[src/sv/locd_pkg.sv]
// Shared types and codes for the lock-order cycle detector.
package locd_pkg;

  localparam int IdWidth     = 5;
  localparam int CountWidth  = 5;
  localparam int StatusWidth = 3;

  localparam logic [StatusWidth-1:0] ST_OK       = 3'd0;
  localparam logic [StatusWidth-1:0] ST_EMPTY    = 3'd1;
  localparam logic [StatusWidth-1:0] ST_NOT_TOP  = 3'd2;
  localparam logic [StatusWidth-1:0] ST_DEADLOCK = 3'd3;
  localparam logic [StatusWidth-1:0] ST_FULL     = 3'd4;

  localparam logic KIND_ACQUIRE = 1'b0;
  localparam logic KIND_RELEASE = 1'b1;

  typedef struct packed {
    logic               kind;
    logic [IdWidth-1:0] lock_id;
  } in_item_t;

  typedef struct packed {
    logic [StatusWidth-1:0] status;
    logic [CountWidth-1:0]  held_count;
  } out_item_t;

  // Commands from the controller to the datapath.
  typedef struct packed {
    logic                   load_item;
    logic                   stack_rd;
    logic                   edge_rd;
    logic                   edge_wr;
    logic                   walk_init;
    logic                   walk_pick;
    logic                   walk_step;
    logic                   push;
    logic                   pop;
    logic                   finish;
    logic [StatusWidth-1:0] code;
  } dp_cmd_t;

  // Status from the datapath to the controller.
  typedef struct packed {
    logic [StatusWidth-1:0] fault_code;
    logic                   out_of_range;
    logic                   is_release;
    logic                   stack_empty;
    logic                   stack_full;
    logic                   top_match;
    logic                   edge_known;
    logic                   pending_empty;
    logic                   found;
  } dp_stat_t;

endpackage

[src/sv/lock_order_cycle_detector_top.sv]
// Lock-order cycle detector. Each input item acquires or releases a numbered
// lock; the block keeps a stack of held locks and a lock-order graph, and
// returns one result item per input item with a status and the number of
// locks now held. An item that needs no graph walk finishes in the CHECK,
// TOP_CHK or EDGE_CHK state, the last when an edge has to be looked up, once
// the output register is free. An acquire that records a new edge walks the
// graph from the new lock, expanding one reached lock at a time in the PICK
// and STEP states through the single read port of the edge memory. One item
// is in work at a time; the next item is taken while the previous result
// still waits in the output register. Faults are sticky until reset.
module lock_order_cycle_detector_top #(
  parameter int LOCK_COUNT  = 32,
  parameter int STACK_DEPTH = 16
) (
  input  logic                clk,
  input  logic                rst,
  input  logic                in_valid,
  output logic                in_stall,
  input  locd_pkg::in_item_t  in_item,
  output logic                out_valid,
  input  logic                out_stall,
  output locd_pkg::out_item_t out_item
);

  locd_pkg::dp_cmd_t  cmd;
  locd_pkg::dp_stat_t stat;

  locd_ctrl u_ctrl (
    .clk       (clk),
    .rst       (rst),
    .in_valid  (in_valid),
    .in_stall  (in_stall),
    .out_valid (out_valid),
    .out_stall (out_stall),
    .stat      (stat),
    .cmd       (cmd)
  );

  locd_dp #(
    .LOCK_COUNT  (LOCK_COUNT),
    .STACK_DEPTH (STACK_DEPTH)
  ) u_dp (
    .clk      (clk),
    .rst      (rst),
    .in_item  (in_item),
    .cmd      (cmd),
    .stat     (stat),
    .out_item (out_item)
  );

endmodule

[src/sv/locd_dp.sv]
// Datapath: held-lock stack, lock-order edge memory and reachability walk sets.
module locd_dp #(
  parameter int LOCK_COUNT  = 32,
  parameter int STACK_DEPTH = 16
) (
  input  logic                clk,
  input  logic                rst,
  input  locd_pkg::in_item_t  in_item,
  input  locd_pkg::dp_cmd_t   cmd,
  output locd_pkg::dp_stat_t  stat,
  output locd_pkg::out_item_t out_item
);

  localparam int LW  = (LOCK_COUNT > 1) ? $clog2(LOCK_COUNT) : 1;
  localparam int SAW = (STACK_DEPTH > 1) ? $clog2(STACK_DEPTH) : 1;
  localparam int DW  = $clog2(STACK_DEPTH + 1);

  locd_pkg::in_item_t item;
  logic [DW-1:0]      depth;
  logic [DW-1:0]      depth_next;
  logic [locd_pkg::StatusWidth-1:0] fault;

  // held-lock stack
  logic [locd_pkg::IdWidth-1:0] stack_mem [STACK_DEPTH];
  logic [locd_pkg::IdWidth-1:0] stack_q;

  // lock-order edges, one row per lock
  logic [LOCK_COUNT-1:0] edge_mem [LOCK_COUNT];
  logic [LOCK_COUNT-1:0] row_valid;
  logic [LOCK_COUNT-1:0] row_q;
  logic                  row_q_valid;
  logic [LOCK_COUNT-1:0] row_eff;

  logic [LOCK_COUNT-1:0] pending;
  logic [LOCK_COUNT-1:0] visited;
  logic [LOCK_COUNT-1:0] lowest;
  logic [LOCK_COUNT-1:0] new_bits;
  logic [LOCK_COUNT-1:0] id_bit;

  logic [LW-1:0] id_idx;
  logic [LW-1:0] top_idx;
  logic [LW-1:0] pick_idx;
  logic [LW-1:0] row_addr;

  assign id_idx   = LW'(item.lock_id);
  assign top_idx  = LW'(stack_q);
  assign id_bit   = LOCK_COUNT'(1) << id_idx;
  assign row_eff  = row_q_valid ? row_q : '0;
  assign new_bits = row_eff & ~visited;
  assign lowest   = pending & (~pending + LOCK_COUNT'(1));
  assign row_addr = cmd.walk_pick ? pick_idx : top_idx;

  always_comb begin
    pick_idx = '0;
    for (int i = 0; i < LOCK_COUNT; i++) begin
      if (lowest[i]) begin
        pick_idx = pick_idx | LW'(i);
      end
    end
  end

  always_comb begin
    depth_next = depth;
    if (cmd.push) begin
      depth_next = depth + DW'(1);
    end else if (cmd.pop) begin
      depth_next = depth - DW'(1);
    end
  end

  always_comb begin
    stat.fault_code    = fault;
    stat.out_of_range  = int'(item.lock_id) >= LOCK_COUNT;
    stat.is_release    = item.kind == locd_pkg::KIND_RELEASE;
    stat.stack_empty   = depth == '0;
    stat.stack_full    = depth >= DW'(STACK_DEPTH);
    stat.top_match     = stack_q == item.lock_id;
    stat.edge_known    = row_eff[id_idx];
    stat.pending_empty = pending == '0;
    stat.found         = new_bits[top_idx];
  end

  // control state
  always_ff @(posedge clk) begin
    if (rst) begin
      depth     <= '0;
      fault     <= locd_pkg::ST_OK;
      row_valid <= '0;
    end else begin
      depth <= depth_next;
      if (cmd.finish) begin
        fault <= cmd.code;
      end
      if (cmd.edge_wr) begin
        row_valid[top_idx] <= 1'b1;
      end
    end
  end

  // payload registers
  always_ff @(posedge clk) begin
    if (cmd.load_item) begin
      item <= in_item;
    end
    if (cmd.finish) begin
      out_item.status     <= cmd.code;
      out_item.held_count <= locd_pkg::CountWidth'(depth_next);
    end
    if (cmd.walk_init) begin
      pending <= id_bit;
      visited <= id_bit;
    end else if (cmd.walk_pick) begin
      pending <= pending & ~lowest;
    end else if (cmd.walk_step) begin
      pending <= pending | new_bits;
      visited <= visited | new_bits;
    end
  end

  // stack memory
  always_ff @(posedge clk) begin
    if (cmd.push) begin
      stack_mem[SAW'(depth)] <= item.lock_id;
    end
    if (cmd.stack_rd) begin
      stack_q <= stack_mem[SAW'(depth - DW'(1))];
    end
  end

  // edge memory
  always_ff @(posedge clk) begin
    if (cmd.edge_wr) begin
      edge_mem[top_idx] <= row_eff | id_bit;
    end
    if (cmd.edge_rd || cmd.walk_pick) begin
      row_q       <= edge_mem[row_addr];
      row_q_valid <= row_valid[row_addr];
    end
  end

endmodule

[src/sv/locd_ctrl.sv]
// Controller: sequences stack, edge and walk steps for one item at a time.
module locd_ctrl (
  input  logic               clk,
  input  logic               rst,
  input  logic               in_valid,
  output logic               in_stall,
  output logic               out_valid,
  input  logic               out_stall,
  input  locd_pkg::dp_stat_t stat,
  output locd_pkg::dp_cmd_t  cmd
);

  typedef enum logic [2:0] {
    IDLE,
    CHECK,
    TOP_CHK,
    EDGE_CHK,
    PICK,
    STEP
  } state_t;

  state_t state;
  state_t state_next;
  logic   out_free;

  assign out_free = !out_valid || !out_stall;
  assign in_stall = state != IDLE;

  always_comb begin
    cmd        = '0;
    state_next = state;
    case (state)
      IDLE: begin
        if (in_valid) begin
          cmd.load_item = 1'b1;
          state_next    = CHECK;
        end
      end
      CHECK: begin
        if (stat.fault_code != locd_pkg::ST_OK) begin
          cmd.finish = out_free;
          cmd.code   = stat.fault_code;
        end else if (stat.out_of_range) begin
          cmd.finish = out_free;
          cmd.code   = locd_pkg::ST_OK;
        end else if (stat.is_release) begin
          if (stat.stack_empty) begin
            cmd.finish = out_free;
            cmd.code   = locd_pkg::ST_EMPTY;
          end else begin
            cmd.stack_rd = 1'b1;
            state_next   = TOP_CHK;
          end
        end else if (stat.stack_full) begin
          cmd.finish = out_free;
          cmd.code   = locd_pkg::ST_FULL;
        end else if (stat.stack_empty) begin
          cmd.finish = out_free;
          cmd.push   = out_free;
          cmd.code   = locd_pkg::ST_OK;
        end else begin
          cmd.stack_rd = 1'b1;
          state_next   = TOP_CHK;
        end
      end
      TOP_CHK: begin
        if (stat.is_release) begin
          cmd.finish = out_free;
          cmd.pop    = out_free && stat.top_match;
          cmd.code   = stat.top_match ? locd_pkg::ST_OK : locd_pkg::ST_NOT_TOP;
        end else if (stat.top_match) begin
          cmd.finish = out_free;
          cmd.push   = out_free;
          cmd.code   = locd_pkg::ST_OK;
        end else begin
          cmd.edge_rd = 1'b1;
          state_next  = EDGE_CHK;
        end
      end
      EDGE_CHK: begin
        if (stat.edge_known) begin
          cmd.finish = out_free;
          cmd.push   = out_free;
          cmd.code   = locd_pkg::ST_OK;
        end else begin
          // record the new edge and start the walk from the new lock
          cmd.edge_wr   = 1'b1;
          cmd.walk_init = 1'b1;
          state_next    = PICK;
        end
      end
      PICK: begin
        if (stat.pending_empty) begin
          cmd.finish = out_free;
          cmd.push   = out_free;
          cmd.code   = locd_pkg::ST_OK;
        end else begin
          cmd.walk_pick = 1'b1;
          state_next    = STEP;
        end
      end
      STEP: begin
        if (stat.found) begin
          cmd.finish = out_free;
          cmd.code   = locd_pkg::ST_DEADLOCK;
        end else begin
          cmd.walk_step = 1'b1;
          state_next    = PICK;
        end
      end
      default: begin
        state_next = IDLE;
      end
    endcase
    if (cmd.finish) begin
      state_next = IDLE;
    end
  end

  always_ff @(posedge clk) begin
    if (rst) begin
      state     <= IDLE;
      out_valid <= 1'b0;
    end else begin
      state     <= state_next;
      out_valid <= cmd.finish || (out_valid && out_stall);
    end
  end

endmodule

[config.mk]
export PLATFORM = sky130hd
export DESIGN_NAME = lock_order_cycle_detector_top
export DESIGN_NICKNAME = d
export VERILOG_FILES = /design/src/sv/locd_pkg.sv /design/src/sv/lock_order_cycle_detector_top.sv /design/src/sv/locd_dp.sv /design/src/sv/locd_ctrl.sv
export SDC_FILE = /design/constraint.sdc
export NUM_CORES = 2
export LEC_CHECK = 0
export BUFFER_PORTS_ARGS = -buffer_cell sky130_fd_sc_hd__buf_2
export CAP_MARGIN = 5
export CORE_AREA = 2 2 341 343
export CTS_BUF_LIST = sky130_fd_sc_hd__clkbuf_8 sky130_fd_sc_hd__clkbuf_16
export CTS_CLUSTER_DIAMETER = 120
export DETAILED_ROUTE_END_ITERATION = 16
export DIE_AREA = 0 0 343 345
export GPL_TIMING_DRIVEN = 0
export PLACE_DENSITY = 0.69
export REMOVE_ABC_BUFFERS = 1
export SKIP_LAST_GASP = 1
export SLEW_MARGIN = 20
export SYNTH_ARGS = -nofsm -noshare
export SYNTH_HDL_FRONTEND = slang
export SYNTH_SLANG_ARGS = --single-unit
[constraint.sdc]
create_clock -name clk -period 4.5 [get_ports clk]
set_input_delay 0.45 -clock clk [delete_from_list [all_inputs] [get_ports clk]]
set_output_delay 0.45 -clock clk [all_outputs]
set_load 0.005 [all_outputs]
Word-level counts from Yosys, hierarchy flattened
Memory sizes are Yosys's and may differ from the RTL's. A register that Yosys moved wholly into a read port is not among the register bits.
Index checks and enable logic that the tools add are counted.
- register bits after elaboration: 123
- bits in writable memories: 1104
- input port bits: 10
- word-level logic and storage cells: 265
- memories kept: 2
- memory list (name ; depth ; width ; read ports ; clocked after Yosys merged registers in ; write ports ; line ; source):
    u_dp.edge_mem ; 32 ; 32 ; 1 ; 1 ; 1 ; locd_dp.sv:28 ; logic [LOCK_COUNT-1:0] edge_mem [LOCK_COUNT];
    u_dp.stack_mem ; 16 ; 5 ; 1 ; 1 ; 1 ; locd_dp.sv:24 ; logic [locd_pkg::IdWidth-1:0] stack_mem [STACK_DEPTH];
- add/sub/neg operators: 3
- $lt $le $gt $ge: 5
- eq/ne operators: 15
- shift-type cells: 1
- muxes and demuxes: 197
- bitwise gates (word level): 10
- reduce and logical (&&, ||, !) cells: 20
- operator list (cell ; count):
    $mux W32 ; 15
    $mux W4 ; 39
    $or A32 B32 Y32 ; 4
    $mux W3 ; 38
    $mux W5 ; 20
    $and A32 B32 Y32 ; 3
    $not A32 Y32 ; 3
    $mux W1 ; 72
    $add A32 B1 Y32 const B ; 1
    $logic_not A32 Y1 ; 1
    $shl A1 B5 Y32 const A ; 1
    $pmux W4 S5 ; 1
    $lt A5 B6 Y1 const B ; 3
    $pmux W3 S6 ; 1
    $ne A2 B2 Y1 const B ; 8
    $bmux W1 S5 ; 3
    $mux W2 ; 6
    $reduce_bool A3 Y1 ; 3
    $reduce_and A8 Y1 ; 1
    $eq A3 B2 Y1 const B ; 2
    $eq A3 B3 Y1 const B ; 2
    $reduce_bool A2 Y1 ; 3
    $add A5 B1 Y5 const B ; 1
    $demux W1 S5 ; 1
    other kinds (14) ; 19

Depth between registers and ports, before layout
- depth in word-level cells: 37
- depth in mapped cells: 14

Hierarchy
A second synthesis with hierarchy kept.
- cell total of the unflattened synthesis: 3430
- area total of the unflattened synthesis: 51577.0 µm²
- modules (own cells, without submodules) (module ; times used ; cells each ; area each (µm²) ; sequential area each (µm²)):
    locd_dp ; 1 ; 3365 ; 51072.7 ; 37435.9
    locd_ctrl ; 1 ; 65 ; 504.2 ; 80.1

Worst setup path after synthesis
No wires, ideal clock.
- kind: register to register
- from: register u_dp.item (netlist bit u_dp.id_idx[0])
- to: memory u_dp.edge_mem[13][0] (enable)
- arrival time: 4.073 ns
- data required time: 4.077 ns
- slack: 0.004 ns
- stages on the path, launching flop included: 10
- buffers on the path: 3
- period minus slack after synthesis: 4.496 ns
- path through: edfxtp_1 > buf_2 > mux4_2 > a31oi_1 > a221oi_1 > or3_1 > clkbuf_1 > or3_1 > clkbuf_1 > nor2_1
- cells in the longest elaborated chain, start to end: 7
- ends and longest elaborated chain (what ; line ; source):
    start, declared ; locd_dp.sv:18 ; locd_pkg::in_item_t item;
    start signal, assigned ; locd_dp.sv:103 ; item <= in_item;
    $bmux W1 S5 ; locd_dp.sv:78 ; stat.edge_known = row_eff[id_idx];
    $mux W1 (implied by the code) ; locd_dp.sv:78 ;
    $mux W2 ; locd_ctrl.sv:81 ; if (stat.edge_known) begin
    $mux W2 (2 in a row) ; locd_ctrl.sv:32 ; case (state)
    $mux W1 ; locd_dp.sv:132 ; if (cmd.edge_wr) begin
    $mux W1 (implied by the code) ; locd_dp.sv:133 ; edge_mem[top_idx] <= row_eff | id_bit;
    end, declared ; locd_dp.sv:28 ;
Every way passes these cells. The select of a mux whose other input is x is not followed.

Final worst setup path
- from: register u_dp.pending[0]
- to: register u_dp.row_q[31], read port of u_dp.edge_mem (data pin)
- cells in the longest elaborated chain, start to end: 35
- elaborated cells on any way between the ends: 40
- those cells by class: add/sub: 1; mux: 35; bitwise: 2; reduce/logical: 2
- ends and longest elaborated chain (what ; line ; source):
    start, declared ; locd_dp.sv:34 ; logic [LOCK_COUNT-1:0] pending;
    start signal, assigned ; locd_dp.sv:110 ; pending <= id_bit;
    start signal, assigned ; locd_dp.sv:113 ; pending <= pending & ~lowest;
    start signal, assigned ; locd_dp.sv:115 ; pending <= pending | new_bits;
    $not A32 Y32 ; locd_dp.sv:50 ; assign lowest = pending & (~pending + LOCK_COUNT'(1));
    $add A32 B1 Y32 ; locd_dp.sv:50 ;
    $and A32 B32 Y32 ; locd_dp.sv:50 ;
    $mux W1 ; locd_dp.sv:56 ; if (lowest[i]) begin
    $mux W2 (2 in a row) ; locd_dp.sv:56 ;
    $mux W3 (4 in a row) ; locd_dp.sv:56 ;
    $mux W4 (8 in a row) ; locd_dp.sv:56 ;
    $mux W5 (16 in a row) ; locd_dp.sv:56 ;
    $mux W5 ; locd_dp.sv:51 ; assign row_addr = cmd.walk_pick ? pick_idx : top_idx;
    end, declared ; locd_dp.sv:30 ; logic [LOCK_COUNT-1:0] row_q;
Parallel ways exist; a longest one is shown, timed or not. The select of a mux whose other input is x is not followed.
A chain may end at the register's enable or synchronous reset.

==> metrics.md <==
| Metric | Value |
|---|---|
| Inserted Clock Buffers | ~130 |
| Worst Setup End Kind | flip-flop |
| Maximum vdd ir drop | 0.000299 V |
| Number of flops mapped to enable cells by yosys | 1220 |
| Pwr dens | approximately 420 nW/µm² |
| R2r startpoint | u_dp.pending[0] |
| Routability cong. | a little over 0.9 |
| Most frequent cell after synthesis | edfxtp_1 |
| Highest clock rate | 219 MHz |
| Min Hold Slack | ~70 ps |
| CP arrival | roughly 5100 ps |
| Vias/cell | between 6 and 7 |
| Outcome | complete, but fails checks |
| Pleak | approximately 21 nW |
| Vias after detailed routing | 35500 |
| Final wirelength | between 150000 and 200000 µm |
| Largest family of logic cells by synthesized area | simple AND/OR/NAND/NOR gates |
| Sequential share of the synthesized area | roughly three quarters |
| First-pass GRT wire length | ~220000 µm |
| Clock Latency Late Sink | 770 ps |
| Ys async rst share | 0% |
| Synthesized instance count | 3895 |
| Slew margin rel. | about a fifth |
| Adder-Cell Fraction of Synth Area | 0.0976% |
| Met2 Use GR | a little under two fifths |
| Cell Count, Final, Fillers Out | approximately 5700 |
| Critical Path Most Common Cell | nand4_1 |
| Port bufs | 19 |
| CP delay by family, top | simple AND/OR/NAND/NOR gates |
| Final Max Slew Viols | 0 |
| Die Width | approximately 340 µm |
| Worst Setup SP | u_dp.pending[0] |
| FP Rows | 125 |
| Layout cell share with drive strength beyond 1 | roughly 15% |
| Die H | 345 µm |
| Critical-path cell list | nor4_4, buf_4, nand4_4, o41a_2, nand3_1, a21boi_2, nand2_4, buf_12, a31oi_1, nand4_1, nand4_1 |
| Setup CP Type | reg -> reg |
| Post-synthesis compound-gate area fraction | approximately 5.6% |
| Total core area | about 120000 µm² |
| Clock buffer depth | 3 |
| Hold_sp | out_stall |
| Starting Density | 44.5% |
| Met3 Track Usage GR | 4.65% |
| CP Max Fanout | 18 |
| Initial antenna violation count | 2 |
| Worst Setup Start Kind | flip-flop |
| Met1 track demand over resource | roughly 35% |
| Netlist cell types | just under 80 |
| Yosys Warn Count | 0 |
| Max stage delay on crit path | around 740 ps |
| Largest net degree at the start of global routing | 62 |
| Most area-consuming cells after synthesis | edfxtp_1, nand2_1, nand3_1 |
| Synth top area share | a little under three quarters |
| Setup_tns | -59.6 ps |
| Vias in the first global route | 33400 |
| Dpl cells | around 5400 |
| CTS sink cnt | 1264 |
| DPL Wire Length | a little over 90000 µm |
| WL/cell | between 20 and 30 µm |
| Xor/xnor share of the synthesized area | less than 1% |
| Clock slew at reported path FFs | approximately 60 ps |
| WP data required | approximately 5000 ps |
| Top_reg_cell synth | edfxtp_1 |
| Critical-path top delay cell | o41a_2 |
| Hold Fails Final Rpt | 0 |
| Setup WS post-layout | -59.6 ps |
| Layout Nets | around 4000 |
| Failing checks | negative setup slack |
| Synth-to-layout area growth | 20.3% |
| Min Tclk post-route | 4560 ps |
| Setup Skew | approximately 33 ps |
| Post-Syn Area | about 51000 µm² |
| Final Cycle Share | 101% |
| RSZ-0062 raised after global routing | true |
| Total power | between 20 and 30 mW |
| TritonCTS clock tree | built |
| Filler Cell Count | approximately 9000 |
| GRT Max-Usage Layer | met2 |
| # IOs | 20 |
| Worst Path Buf+Inv | 2 |
| Simple-Gate Fraction of Synth Area | 15.8% |
| Slew @ Worst Pin | around 1200 ps |
| MaxCap Viol Count | 0 |
| Synth area leader | edfxtp_1 |
| Avg Cell Area, Syn | about 13 µm² |
| Die area | about 120000 µm² |
| # H-tree levels | 4 |
| Synth cell count leaders | edfxtp_1, nand2_1, nand3_1 |
| Number of synthesized register bits | between 1000 and 1500 |
| Mux contribution to synthesized area | 2.75% |
| CTS root buf | clkbuf_16 |
| # setup viols final | 1 |
| Total grt overflow | 0 |
| Worst min path class | in -> reg |
| Gr usage total | 25.0% |
| DR DRC count | 0 |
| Util after Layout | between 50 and 60% |
| Post-route ant nets | 0 |
| Drt first pass iters | 8 |
| Initial DRC count | ~5500 |
==> power breakdown <==
group          internal, mW  switching (mW)
registers              13.2           0.136
logic                 0.690            1.35
clock network          5.69            4.62
total                  19.6            6.11
==> registers in the layout, indices dropped and copies added (netlist names) <==
| register | count |
|---|---|
| u_ctrl.state | 3 |
| u_dp.stat | 1 |
| u_dp.stack_q | 5 |
| u_dp.row_q_valid | 1 |
| u_dp.id_idx | 5 |
| u_dp.row_q | 32 |
| u_dp.visited | 32 |
| u_dp.out_item | 8 |
| u_dp.edge_mem | 1024 |
| u_ctrl.out_valid | 1 |
| u_dp.fault | 3 |
| u_dp.depth | 5 |
| u_dp.pending | 32 |
| u_dp.row_valid | 32 |
| u_dp.stack_mem | 80 |
==> layer usage <==
metal	vias up	share of wire [%]
met4	2	5.4
met3	571	12
li1	15000	-
met5	-	0.0085
met1	17500	37
met2	2442	45
==> cells in the final DEF, fill, tap and decap left out, drive strengths merged, types with 9 or more instances in the layout <==
cell type,synthesis,final
a21oi,141,141
nor2b,12,12
mux4,31,31
edfxtp,1220,1220
dfxtp,44,44
or3,13,14
a32oi,69,69
buf,154,299
mux2i,71,71
clkinv,1,65
nor2,137,137
nor3,54,54
o21ai,38,38
inv,27,60
o32ai,11,11
clkbuf,89,138
nand3,343,343
nand4,167,167
a31oi,83,83
nand2,1028,1028
nor4,9,9
nand2b,8,9
==> stage by stage <==
step           cell area [µm²]  setup slack [ps]
2_1_floorplan            50100             -6190
3_3_place_gp             52100            -13320
3_5_place_dp             56200              -962
4_1_cts                  61400             -1.78
5_1_grt                  61700              -120
6_report                 61700             -59.6
==> kinds of logic (layout without fill, tap and decap cells) <==
logic type / Yosys count / after routing
compound gates: 422 / 423
xor+xnor: 11 / 11
fa+ha+maj: 4 / 4
buf+inv: 271 / 574
flops: 1264 / 1264
mux: 102 / 102
other cells: 0 / 1
simple gates: 1821 / 1823
==> path summary, 6_finish.rpt <==
kind,slack (ps),end,cells past startpoint
worst max register to register,-60,u_dp.row_q[31],11
worst min register to register,470,u_dp.row_valid[10],2
worst max-delay path,-60,u_dp.row_q[31],11
worst min-delay path,70,u_ctrl.out_valid,3
==> worst register-to-register path, stage by stage, from the launching register on <==
cell,delay [ps]
edfxtp_1,510
nor4_4,460
buf_4,200
nand4_4,130
o41a_2,750
nand3_1,230
a21boi_2,620
nand2_4,450
buf_12,330
a31oi_1,190
nand4_1,160
nand4_1,300
==> final cells by class <==
type / instances / area, µm² / area share [%]
inverters: 28 / 105 / 0.170
flip-flops and latches: 1264 / 37500 / 60.8
well taps: 1524 / 1910 / 3.09
clock buffers: 134 / 3350 / 5.43
repair buffers: 310 / 4940 / 8.01
multi-input cells: 2363 / 13100 / 21.3
clock inverters: 102 / 726 / 1.18
diodes: 1 / 2.50 / 0.00406
==> timing repair <==
action | CTS | global route
gates cloned | 2 | 6
endpoints found under the setup margin | 1171 | 392
resized for setup | 37 | 13
buffers inserted | 78 | 21
endpoints found under the hold margin | 6 | 0
pin swaps | 31 | 7
hold buffers | 6 | 0
No activity file was read; power rests on OpenSTA's default activity.
